`config.mk`:
```
export PLATFORM = sky130hd
export DESIGN_NAME = sflbf_ctrl
export DESIGN_NICKNAME = d
export VERILOG_FILES = /design/src/hdl/sflbf_pkg.sv /design/src/hdl/sflbf_ctrl.sv
export SDC_FILE = /design/constraint.sdc
export NUM_CORES = 1
export LEC_CHECK = 0
export ABC_CLOCK_PERIOD_IN_PS = 1400
export BUFFER_PORTS_ARGS = -buffer_cell sky130_fd_sc_hd__buf_2
export CAP_MARGIN = 30
export CORE_AREA = 4 4 41 43
export DETAILED_ROUTE_END_ITERATION = 8
export DIE_AREA = 0 0 45 47
export GPL_TIMING_DRIVEN = 0
export PLACE_DENSITY = 0.67
export RECOVER_POWER = 100
export SKIP_LAST_GASP = 1
export SYNTH_ARGS = -nofsm -noshare
export SYNTH_HDL_FRONTEND = slang
export SYNTH_SLANG_ARGS = --single-unit
```
`constraint.sdc`:
```
create_clock -name clk -period 1.4 [get_ports clk]
set_input_delay 0.14 -clock clk [delete_from_list [all_inputs] [get_ports clk]]
set_output_delay 0.14 -clock clk [all_outputs]
set_load 0.02 [all_outputs]
```
`src/hdl/sflbf_pkg.sv`:
```
// Shared types, constants and codes for the best-fit free-region table.
`timescale 1ns / 1ps
package sflbf_pkg;

  localparam int OFF_W  = 40;
  localparam int SIZE_W = 24;
  localparam int ID_W   = 31;
  localparam int NB_W   = 41;
  localparam int CNT_W  = 7;
  localparam int ST_W   = 3;
  localparam int IN_W   = 96;
  localparam int OUT_W  = 184;

  localparam logic ACT_INSERT = 1'b0;
  localparam logic ACT_POP    = 1'b1;

  localparam logic [ST_W-1:0] ST_INSERTED = 3'd0;
  localparam logic [ST_W-1:0] ST_DUP      = 3'd1;
  localparam logic [ST_W-1:0] ST_FULL     = 3'd2;
  localparam logic [ST_W-1:0] ST_POPPED   = 3'd3;
  localparam logic [ST_W-1:0] ST_NOFIT    = 3'd4;

  typedef struct packed {
    logic [OFF_W-1:0]  off;
    logic [SIZE_W-1:0] size;
    logic [ID_W-1:0]   id;
  } entry_t;

  typedef enum logic [3:0] {
    S_IDLE, S_SCAN_RD, S_SCAN_CHK, S_DECIDE, S_UP_RD, S_UP_WR, S_DN_RD, S_DN_WR, S_DONE
  } state_t;

  typedef struct packed {
    logic            load;
    logic            scan_rd;
    logic            scan_chk;
    logic            decide;
    logic            up_rd;
    logic            up_wr;
    logic            dn_rd;
    logic            dn_wr;
    logic            put_new;
    logic            dec;
    logic            set_st;
    logic [ST_W-1:0] st;
    logic            emit;
  } cmd_t;

  typedef struct packed {
    logic op_pop;
    logic idx_eq_count;
    logic idx_eq_pos;
    logic dn_last;
    logic full;
    logic dup;
    logic found;
    logic out_free;
  } sts_t;

endpackage

```
`src/hdl/sflbf_ctrl.sv`:
```
// Controller state machine sequencing the scan and shift passes.
`timescale 1ns / 1ps
module sflbf_ctrl (
  input  logic          clk,
  input  logic          rst,
  input  logic          in_valid,
  output logic          in_ready,
  input  sflbf_pkg::sts_t sts,
  output sflbf_pkg::cmd_t cmd
);

  sflbf_pkg::state_t state, state_next;

  always_ff @(posedge clk) begin
    if (rst) begin
      state <= sflbf_pkg::S_IDLE;
    end else begin
      state <= state_next;
    end
  end

  always_comb begin
    state_next = state;
    cmd        = '0;
    in_ready   = 1'b0;
    unique case (state)
      sflbf_pkg::S_IDLE: begin
        in_ready = 1'b1;
        if (in_valid) begin
          cmd.load   = 1'b1;
          state_next = sflbf_pkg::S_SCAN_RD;
        end
      end
      sflbf_pkg::S_SCAN_RD: begin
        if (sts.idx_eq_count) begin
          state_next = sflbf_pkg::S_DECIDE;
        end else begin
          cmd.scan_rd = 1'b1;
          state_next  = sflbf_pkg::S_SCAN_CHK;
        end
      end
      sflbf_pkg::S_SCAN_CHK: begin
        cmd.scan_chk = 1'b1;
        state_next   = sflbf_pkg::S_SCAN_RD;
      end
      sflbf_pkg::S_DECIDE: begin
        cmd.decide = 1'b1;
        cmd.set_st = 1'b1;
        if (sts.op_pop) begin
          if (sts.found) begin
            cmd.st     = sflbf_pkg::ST_POPPED;
            state_next = sflbf_pkg::S_DN_RD;
          end else begin
            cmd.st     = sflbf_pkg::ST_NOFIT;
            state_next = sflbf_pkg::S_DONE;
          end
        end else if (sts.dup) begin
          cmd.st     = sflbf_pkg::ST_DUP;
          state_next = sflbf_pkg::S_DONE;
        end else if (sts.full) begin
          cmd.st     = sflbf_pkg::ST_FULL;
          state_next = sflbf_pkg::S_DONE;
        end else begin
          cmd.st     = sflbf_pkg::ST_INSERTED;
          state_next = sflbf_pkg::S_UP_RD;
        end
      end
      sflbf_pkg::S_UP_RD: begin
        if (sts.idx_eq_pos) begin
          cmd.put_new = 1'b1;
          state_next  = sflbf_pkg::S_DONE;
        end else begin
          cmd.up_rd  = 1'b1;
          state_next = sflbf_pkg::S_UP_WR;
        end
      end
      sflbf_pkg::S_UP_WR: begin
        cmd.up_wr  = 1'b1;
        state_next = sflbf_pkg::S_UP_RD;
      end
      sflbf_pkg::S_DN_RD: begin
        if (sts.dn_last) begin
          cmd.dec    = 1'b1;
          state_next = sflbf_pkg::S_DONE;
        end else begin
          cmd.dn_rd  = 1'b1;
          state_next = sflbf_pkg::S_DN_WR;
        end
      end
      sflbf_pkg::S_DN_WR: begin
        cmd.dn_wr  = 1'b1;
        state_next = sflbf_pkg::S_DN_RD;
      end
      sflbf_pkg::S_DONE: begin
        if (sts.out_free) begin
          cmd.emit   = 1'b1;
          state_next = sflbf_pkg::S_IDLE;
        end
      end
      default: state_next = sflbf_pkg::S_IDLE;
    endcase
  end

endmodule

```
==> results.md, run 1 <==
- RePlAce Congestion: 0.7175
- Syn Area/Cell: 7.569 um2
- I/O pin cnt: 27
- Mapped Cells: 61
- DRC: 0
- Seq cells post-synth: 4
- Post-synthesis sequential area ratio: 0.1734
- Crit end category: output port
- DR vias: 581
- Kind of critical path: register to output port
- Min cycle time layout: 1428 ps
- Skew final: 4.732 ps
- Max VDD drop: 0.3621 mV
- # diodes: 0
- Syn_nets: 72
- RSZ-0062 raised after global routing: yes
- Total Neg Setup Slack: -53.09 ps
- Worst-Margin Slew: 309.0 ps
- Post-DP HPWL: 981.5 um
- Total GRT Usage: 0.1484
- Vias in the first global route: 543
- Hold-fix buffers at CTS: 0
- CP max-delay cell: dfxtp_1
- First-pass GRT wire length: 2.339 mm
- Gate power share: 0.396
- CP Max Fanout: 7
- Final worst slack: -27.56 ps
- P_int: 301.5 uW
- Area Overhead vs Synth: 69.65%
- Largest reg by FF count: state
- Via/cell ratio: 5.188
- Clk Latency, worst-skew pair: 240 ps
- Status: complete, but fails checks
- Clk pwr share: 0.321
- DR iter-0 viols: 7
- Post-synth cell types: 29
- Initial antenna violation count: 0
- Die area: 2115 um2
- Family with the most delay on the worst path: simple AND/OR/NAND/NOR gates
- Leakage: 0.4242 nW
- Failing checks: negative setup slack
- Power Density: 569.6 nW/um2
- Dpl cell area: 625.6 um2
- DIE WIDTH: 45 um
- Starting density of the core: 0.3548
- Gr ovfl total: 0
- Most common cell after layout, fill and taps aside: buf_2
- Final core utilization: 0.6019
- Most frequent cells in the layout: 20 x buf_2, 12 x buf_4, 6 x buf_6
- Yosys top cell area share: 0.1734
- Filler cell count: 119
- Core area: 1301 um2
- Clk sinks: 4
- Placed insts: 102
- Largest area contributor in the netlist: dfxtp_1
- Top cells by area, synth: dfxtp_1 17%, buf_4 6.5%, and3_1 5.4%
- Critical path, cell by cell: buf_6 -> nor2b_4 -> nand3b_4 -> nor3b_2 -> buf_4
- Floorplan row count: 13
- CTS tree: yes
- Share of cells above drive strength 1: 0.5876
- Relative slew slack: 0.7917
- Min-delay worst type: input port to register
- Final cycle utilization of the critical path: 1.020
- Final Hold Fails: 0
- Final WL: 1.473 mm
- Antenna viol nets, final: 0
- Fmax: 700.5 MHz
- Largest registers: state: 4 flops
- Post-route cell area: 783.3 um2
- Die Y-Extent: 47 um
- Final setup fails: 2
- # H-tree levels: 1
- NetSw: 144.7 uW
- Wire per inst: 13.15 um
- Total number of yosys warnings: 0
- Startpoint types: register
- Sequential power share: 0.283
- Pins Over Slew Limit: 0
- TritonCTS buffer count: 3
- CP max stage delay: 300 ps
- Worst path required time: 1260 ps
- Switch share: 0.3243
- # Max-Cap Violations: 0
- CTS root buf: clkbuf_4
- Synthesized area: 461.7 um2
- Clk buf depth: 2
- Non-Filler Instances: 112
- Input/output buffers: 26
- Clock-pin slew of the registers on the worst-case setup and hold paths: 40 ps
- # nets final: 110
- Drt pass-1 iters: 2
- Largest net degree at the start of global routing: 11
- Critical path buffers and inverters: 2
- Critical path data arrival time: 1290 ps
- Post-place setup slack: 136.2 ps
- Max reg flops: 4
==> metal layers <==
layer,global-route usage,up-vias,wire (um)
met3,0.06130,0,118
li1,-,291,-
met1,0.1723,269,571
met2,0.2542,21,783
met4,0.03509,0,0
met5,0,-,0
==> area by class of cell <==
type	instances	area (um2)	share of cell area
clock buffers	3	22.52	0.02875
flip-flops and latches	4	82.58	0.1054
inverters	5	27.53	0.03514
plain buffers	5	52.55	0.06709
well taps	15	18.77	0.02396
repair buffers	33	205.2	0.2620
multi-input cells	47	374.1	0.4776
==> final timing paths <==
path	start	endpoint	slack, ps	cells past startpoint
max reg2reg	state[3]$_SDFFE_PP0P_	state[3]$_SDFFE_PP0P_	180	6
max	state[3]$_SDFFE_PP0P_	cmd[3]	-30	5
min reg2reg	state[0]$_SDFFE_PP0P_	state[3]$_SDFFE_PP0P_	630	3
min	rst	state[3]$_SDFFE_PP0P_	80	2
==> per-stage QoR <==
stage / power, mW / hold slack [ps]
final: 0.4462 / 83.44
after global routing: 0.4791 / 68.50
after CTS: 0.4268 / 75.39
after detailed placement: 0.2613 / 328.2
after global placement: 0.2601 / 325.2
after floorplan: 0.2173 / 209.4
==> timing repair <==
item / in CTS / in global routing
gates cloned: 0 / 0
resized for setup: 9 / 14
endpoints found under the setup margin: 12 / 13
pin swaps: 2 / 0
setup buffers: 4 / 3
==> cell usage after synthesis <==
library cell,count
a211o_1,1
nor4b_1,1
dfxtp_1,4
and2_1,2
nand2_1,4
nand3b_1,2
nand3b_4,1
nand2b_1,1
nor3b_1,2
clkinv_2,1
buf_6,1
a21oi_1,4
a31oi_1,2
nand3_1,2
nor4b_2,1
nor4_1,1
buf_4,4
mux2i_1,1
o21ai_0,4
nor2_1,5
nor2b_4,1
inv_1,4
nor4_2,1
nor3_1,1
and3_1,4
nor2b_1,3
and4b_1,1
o41ai_2,1
o21ai_1,1
==> power groups by stage <==
stage | Clock (mW) | Combinational, mW | Sequential, mW
6_report | 0.143 | 0.177 | 0.126
5_1_grt | 0.163 | 0.190 | 0.126
4_1_cts | 0.151 | 0.151 | 0.124
3_5_place_dp | 0 | 0.136 | 0.125
3_3_place_gp | 0 | 0.135 | 0.125
2_1_floorplan | 0 | 0.0930 | 0.124
==> logic make-up (layout without fill, tap and decap cells) <==
| logic type | Yosys count | count (layout) | synth area share |
|---|---|---|---|
| and+or+nand+nor | 33 | 33 | 0.4932 |
| muxes | 1 | 1 | 0.02168 |
| DFF | 4 | 4 | 0.1734 |
| buffers and inverters | 10 | 46 | 0.1328 |
| AOI/OAI and AO/OA | 13 | 13 | 0.1789 |
==> worst reg2reg max path, delay by kind of cell (launching register included) <==
family / cells / cell delay [ps]
buffers and inverters: 3 / 390
flip-flops: 1 / 300
AND/OR/NAND/NOR: 1 / 220
AO/OA/AOI/OAI: 2 / 220
Note: power is estimated with default switching activity, not from simulation.
==> inputs of run 2 (changes only) <==
--- a/config.mk
+++ b/config.mk
@@ -14,6 +14,7 @@
 export GPL_TIMING_DRIVEN = 0
 export PLACE_DENSITY = 0.67
 export RECOVER_POWER = 100
+export REMOVE_ABC_BUFFERS = 1
 export SKIP_LAST_GASP = 1
 export SYNTH_ARGS = -nofsm -noshare
 export SYNTH_HDL_FRONTEND = slang
==> run 2 against run 1 <==
The flow now finishes without violations. Sequential cell count did not move. Count of clock-buffer cells in the layout did not move. First-iteration DRC count did not move. Worst hold slack improved by 2.3 ps. Clock skew rose by 1.6 ps. Critical path type unchanged.
==> results.md, run 2 (synthesized netlist as in run 1, its figures left out) <==
- Starting density of the core: 0.3548 (unchanged)
- Die area: 2115 um2 (unchanged)
- Floorplan row count: 13 (unchanged)
- Share of cells above drive strength 1: 0.5833 (-0.004296)
- Status: complete, no violations
- I/O pin cnt: 27 (unchanged)
- DR vias: 576 (-0.86%)
- Skew final: 6.314 ps (+1.582 ps)
- # nets final: 109 (-0.91%)
- Most common cell after layout, fill and taps aside: buf_2
- Filler cell count: 129 (+8.4%)
- Total GRT Usage: 0.1312 (-0.01716)
- Clk Latency, worst-skew pair: 230 ps (about the same)
- Critical path, cell by cell: buf_6 -> nor4_4 -> and2_4 -> buf_6
- Pins Over Slew Limit: 0 (unchanged)
- Multi-input combinational cell area: 357.8 um2 (-4.3%)
- Crit end category: output port
- Power Density: 581.5 nW/um2 (+2.1%)
- Kind of critical path: register to output port
- Die Y-Extent: 47 um (unchanged)
- Min cycle time layout: 1373 ps (-54.46 ps)
- CP max-delay cell: dfxtp_4
- Family with the most delay on the worst path: simple AND/OR/NAND/NOR gates
- DIE WIDTH: 45 um (unchanged)
- Area Overhead vs Synth: 65.04%
- Final cycle utilization of the critical path: 0.9808 (-0.03890)
- Via/cell ratio: 5.189 (about the same)
- DR iter-0 viols: 7 (unchanged)
- Clk sinks: 4 (unchanged)
- Clock-pin slew of the registers on the worst-case setup and hold paths: 40 ps (about the same)
- TritonCTS buffer count: 3 (unchanged)
- Min-delay worst type: input port to register
- Gr ovfl total: 0 (unchanged)
- Wire per inst: 13.40 um (+1.9%)
- Vias in the first global route: 487 (-10%)
- Hold path depth: 2 (unchanged)
- Max reg flops: 4 (unchanged)
- Clk buf depth: 2 (unchanged)
- Reg2reg path depth: 4 (-2)
- CTS root buf: clkbuf_4
- Most frequent cells in the layout: 19 x buf_2, 14 x buf_4
- Final WL: 1.487 mm (+0.95%)
- Largest reg by FF count: state
- CP Max Fanout: 6 (-1)
- Initial antenna violation count: 0 (unchanged)
- DRC: 0 (unchanged)
- Final setup fails: 0 (-2)
- CTS tree: yes
- Largest registers: state: 4 flops
- # Max-Cap Violations: 0 (unchanged)
- RePlAce Congestion: 0.6969 (-2.9%)
- Max VDD drop: 0.2331 mV (-36%)
- RSZ-0062 raised after global routing: yes
- CP Depth: 4 (-1)
- CP max stage delay: 370 ps (+70 ps)
- Critical path data arrival time: 1230 ps (-60 ps)
- Worst path required time: 1260 ps (about the same)
- Antenna viol nets, final: 0 (unchanged)
- Total Neg Setup Slack: 0 ps (+53.09 ps)
- Leakage: 0.4174 nW (-1.6%)
- # H-tree levels: 1 (unchanged)
- Relative slew slack: 0.7838 (-0.007877)
- Total Power: 443.1 uW (-0.70%)
- Critical path buffers and inverters: 2 (unchanged)
- Most used cell, CP: buf_6
- Largest net degree at the start of global routing: 16 (+5)
- # diodes: 0 (unchanged)
- Drt pass-1 iters: 3 (+1)
- R2R Setup Slk: 230 ps (+50 ps)
- Final Hold Fails: 0 (unchanged)
- Post-place setup slack: -137.1 ps (-273.4 ps)
- Final worst slack: 26.90 ps (+54.46 ps)
- Post-DP HPWL: 931.5 um (-5.1%)
- Fmax: 728.3 MHz (+4.0%)
- First-pass GRT wire length: 2.070 mm (-12%)
- Worst-Margin Slew: 320.7 ps (+11.69 ps)
- Input/output buffers: 26 (unchanged)
- Startpoint types: register
- Core area: 1301 um2 (unchanged)
- Register area: 95.09 um2 (+15%)
==> run 2: changes by cell type in the layout (fill, tap and decap cells not counted), moves of 2 or more <==
cell	change
dfxtp_1	-2
dfxtp_4	+4
buf_6	-4
dfxtp_2	-2
buf_4	+2
==> run 2: worst register-to-register path: cells and delay by family, from the launching register on <==
family,cells,cell delay (ps)
DFF,1,390
AOI/OAI and AO/OA,2,280
and+or+nand+nor,1,270
buffers and inverters,1,160
==> run 2: what timing repair did <==
item                       4_1_cts  5_1_grt
hold buffers                     0        0
setup endpoints to repair       15        9
resized for setup                9       16
buffers inserted                 5        6
pin swaps                        0        5
==> run 2: layout make-up <==
cell class	instances	area share
multi-input cells	47	0.4696
repair buffers	37	0.3251
flip-flops and latches	4	0.1248
clock buffers	3	0.02956
inverters	5	0.02627
well taps	15	0.02463
==> run 2: power breakdown <==
part | switching [mW] | internal (mW) | total, mW
Clock | 0.0493 | 0.0961 | 0.145
Combinational | 0.0821 | 0.0865 | 0.169
Sequential | 0.0125 | 0.117 | 0.129
Total | 0.144 | 0.299 | 0.443
==> run 2: path summary, 6_finish.rpt <==
| check | from | to |
|---|---|---|
| setup reg to reg | state[2]$_SDFFE_PP0P_ | state[3]$_SDFFE_PP0P_ |
| hold / removal | rst | state[3]$_SDFFE_PP0P_ |
| setup / recovery | state[3]$_SDFFE_PP0P_ | cmd[14] |
| hold reg to reg | state[1]$_SDFFE_PP0P_ | state[0]$_SDFFE_PP0P_ |
==> run 2: through the flow <==
| step | instances | hold slack [ps] | instance area (um2) | util |
|---|---|---|---|---|
| floorplan | 56 | 209.4 | 420.4 | - |
| global placement | 97 | 322.0 | 569.3 | 0.4375 |
| detailed placement | 97 | 325.4 | 569.3 | 0.4375 |
| CTS | 105 | 70.64 | 646.9 | 0.4971 |
| global route | 111 | 93.21 | 762.0 | 0.5856 |
| finish | 111 | 85.75 | 762.0 | 0.5856 |
==> run 2: routing by layer <==
layer,routed length (um),up-vias,track usage
met3,54,0,0.01149
met5,0,-,0
li1,-,285,-
met4,0,0,0.05263
met2,809,14,0.2401
met1,624,277,0.1572
==> inputs of run 3 (changes only) <==
==> constraint.sdc (replaced) <==
create_clock -name clk -period 1.4 [get_ports clk]
set_input_delay 0.07 -clock clk [delete_from_list [all_inputs] [get_ports clk]]
set_output_delay 0.07 -clock clk [all_outputs]
set_load 0.02 [all_outputs]
==> run 3 against run 2 <==
Combinational power down 28%. Sequential cell count did not move. Largest cell class unchanged. Count of clock-buffer cells in the layout stayed put.
==> results.md, run 3 (synthesized netlist as in run 1, its figures left out) <==
- Total GRT Usage: 0.1265 (-0.004743)
- Clk Latency, worst-skew pair: 230 ps (about the same)
- Leakage: 0.3657 nW (-12%)
- Final worst slack: 76.05 ps (+49.15 ps)
- Initial antenna violation count: 0 (unchanged)
- # H-tree levels: 1 (unchanged)
- CP max stage delay: 350 ps (-20 ps)
- Critical path buffers and inverters: 2 (unchanged)
- Status: complete, no violations
- Critical path, cell by cell: buf_4 -> nor4_2 -> and2_1 -> buf_2
- Gr ovfl total: 0 (unchanged)
- Placed insts: 97 (unchanged)
- Wire per inst: 12.00 um (-10%)
- First-pass GRT wire length: 2.014 mm (-2.7%)
- I/O pin cnt: 27 (unchanged)
- RePlAce Congestion: 0.6969 (unchanged)
- DRC: 0 (unchanged)
- Min cycle time layout: 1324 ps (-49.15 ps)
- Hold-fix buffers at CTS: 0 (unchanged)
- Filler cell count: 143 (+11%)
- Area Overhead vs Synth: 40.92%
- Family with the most delay on the worst path: simple AND/OR/NAND/NOR gates
- Non-Filler Instances: 104 (-6.3%)
- Dpl cell area: 569.3 um2 (unchanged)
- DR vias: 525 (-8.9%)
- Final core utilization: 0.5000 (-0.08558)
- Vias in the first global route: 470 (-3.5%)
- Relative slew slack: 0.7739 (-0.009960)
- Post-DP HPWL: 931.5 um (unchanged)
- Floorplan row count: 13 (unchanged)
- Die Y-Extent: 47 um (unchanged)
- Max VDD drop: 0.2010 mV (-14%)
- Kind of critical path: register to output port
- Antenna viol nets, final: 0 (unchanged)
- Critical path data arrival time: 1250 ps (+20 ps)
- Drt pass-1 iters: 4 (+1)
- Total Power: 396.9 uW (-10%)
- DIE WIDTH: 45 um (unchanged)
- Starting density of the core: 0.3548 (unchanged)
- Clk buf depth: 2 (unchanged)
- # diodes: 0 (unchanged)
- Final Hold Slack: 7.898 ps (-77.85 ps)
- DR iter-0 viols: 2 (-5)
- Min-delay worst type: input port to register
- CP Max Fanout: 5 (-1)
- Startpoint types: register
- Skew final: 2.714 ps (-3.599 ps)
- TritonCTS buffer count: 3 (unchanged)
- CP max-delay cell: dfxtp_4
- Largest registers: state: 4 flops
- Die area: 2115 um2 (unchanged)
- Clock-pin slew of the registers on the worst-case setup and hold paths: 40 ps (about the same)
- Core area: 1301 um2 (unchanged)
- Total Neg Setup Slack: 0 ps (unchanged)
- Pins Over Slew Limit: 0 (unchanged)
- Worst path required time: 1330 ps (+70 ps)
- Largest reg by FF count: state
- # nets final: 102 (-6.4%)
- CTS tree: yes
- Via/cell ratio: 5.048 (-2.7%)
- Final cycle utilization of the critical path: 0.9457 (-0.03510)
- Most common cell after layout, fill and taps aside: buf_2
- Worst-Margin Slew: 335.5 ps (+14.78 ps)
- Input/output buffers: 26 (unchanged)
- RSZ-0062 raised after global routing: yes
- Post-route cell area: 650.6 um2 (-15%)
- Crit end category: output port
- Final WL: 1.248 mm (-16%)
- Final setup fails: 0 (unchanged)
- Largest net degree at the start of global routing: 16 (unchanged)
- CTS root buf: clkbuf_4
- Max reg flops: 4 (unchanged)
- Share of cells above drive strength 1: 0.5281 (-0.05524)
- Power Density: 610.0 nW/um2 (+4.9%)
- Fmax: 755.3 MHz (+3.7%)
- Final Hold Fails: 0 (unchanged)
- # Max-Cap Violations: 0 (unchanged)
- Clk sinks: 4 (unchanged)
- Post-place setup slack: -67.10 ps (+70.00 ps)
run 3: routing by layer:
metal | GRT usage | vias to the layer above | routed length (um)
li1 | - | 271 | -
met3 | 0.01149 | 0 | 63
met5 | 0 | - | 0
met4 | 0.05263 | 0 | 0
met2 | 0.2203 | 16 | 642
met1 | 0.1595 | 238 | 541
run 3: worst reg2reg max path: cells and delay by family (launching register included):
family / cells / cell delay (ps)
buffers and inverters: 1 / 150
and+or+nand+nor: 1 / 250
AOI/OAI and AO/OA: 2 / 230
DFF: 1 / 350
run 3: final timing paths:
kind,start,slack [ps],endpoint,cells after the start
worst max-delay path,state[1]$_SDFFE_PP0P_,80,cmd[14],4
worst min-delay path,rst,8,state[3]$_SDFFE_PP0P_,2
worst max register to register,state[1]$_SDFFE_PP0P_,340,state[3]$_SDFFE_PP0P_,4
worst min register to register,state[2]$_SDFFE_PP0P_,570,state[1]$_SDFFE_PP0P_,2
run 3: report_power, final:
part           leakage [nW]  switching (mW)  internal, mW
clock network        0.0138          0.0447        0.0957
logic                 0.317          0.0657        0.0563
registers            0.0352          0.0160         0.118
total                 0.366           0.126         0.271
run 3: repair_timing:
action                     in CTS  in global routing
setup endpoints to repair      14                 10
gates resized for setup         6                  5
buffers inserted                3                  1
run 3: layout make-up:
cell class              instances  area [um2]  area share
repair buffers                 30       160.2      0.2462
multi-input cells              47       336.6      0.5173
well taps                      15       18.77     0.02885
inverters                       5       20.02     0.03077
flip-flops and latches          4       92.59      0.1423
clock buffers                   3       22.52     0.03462
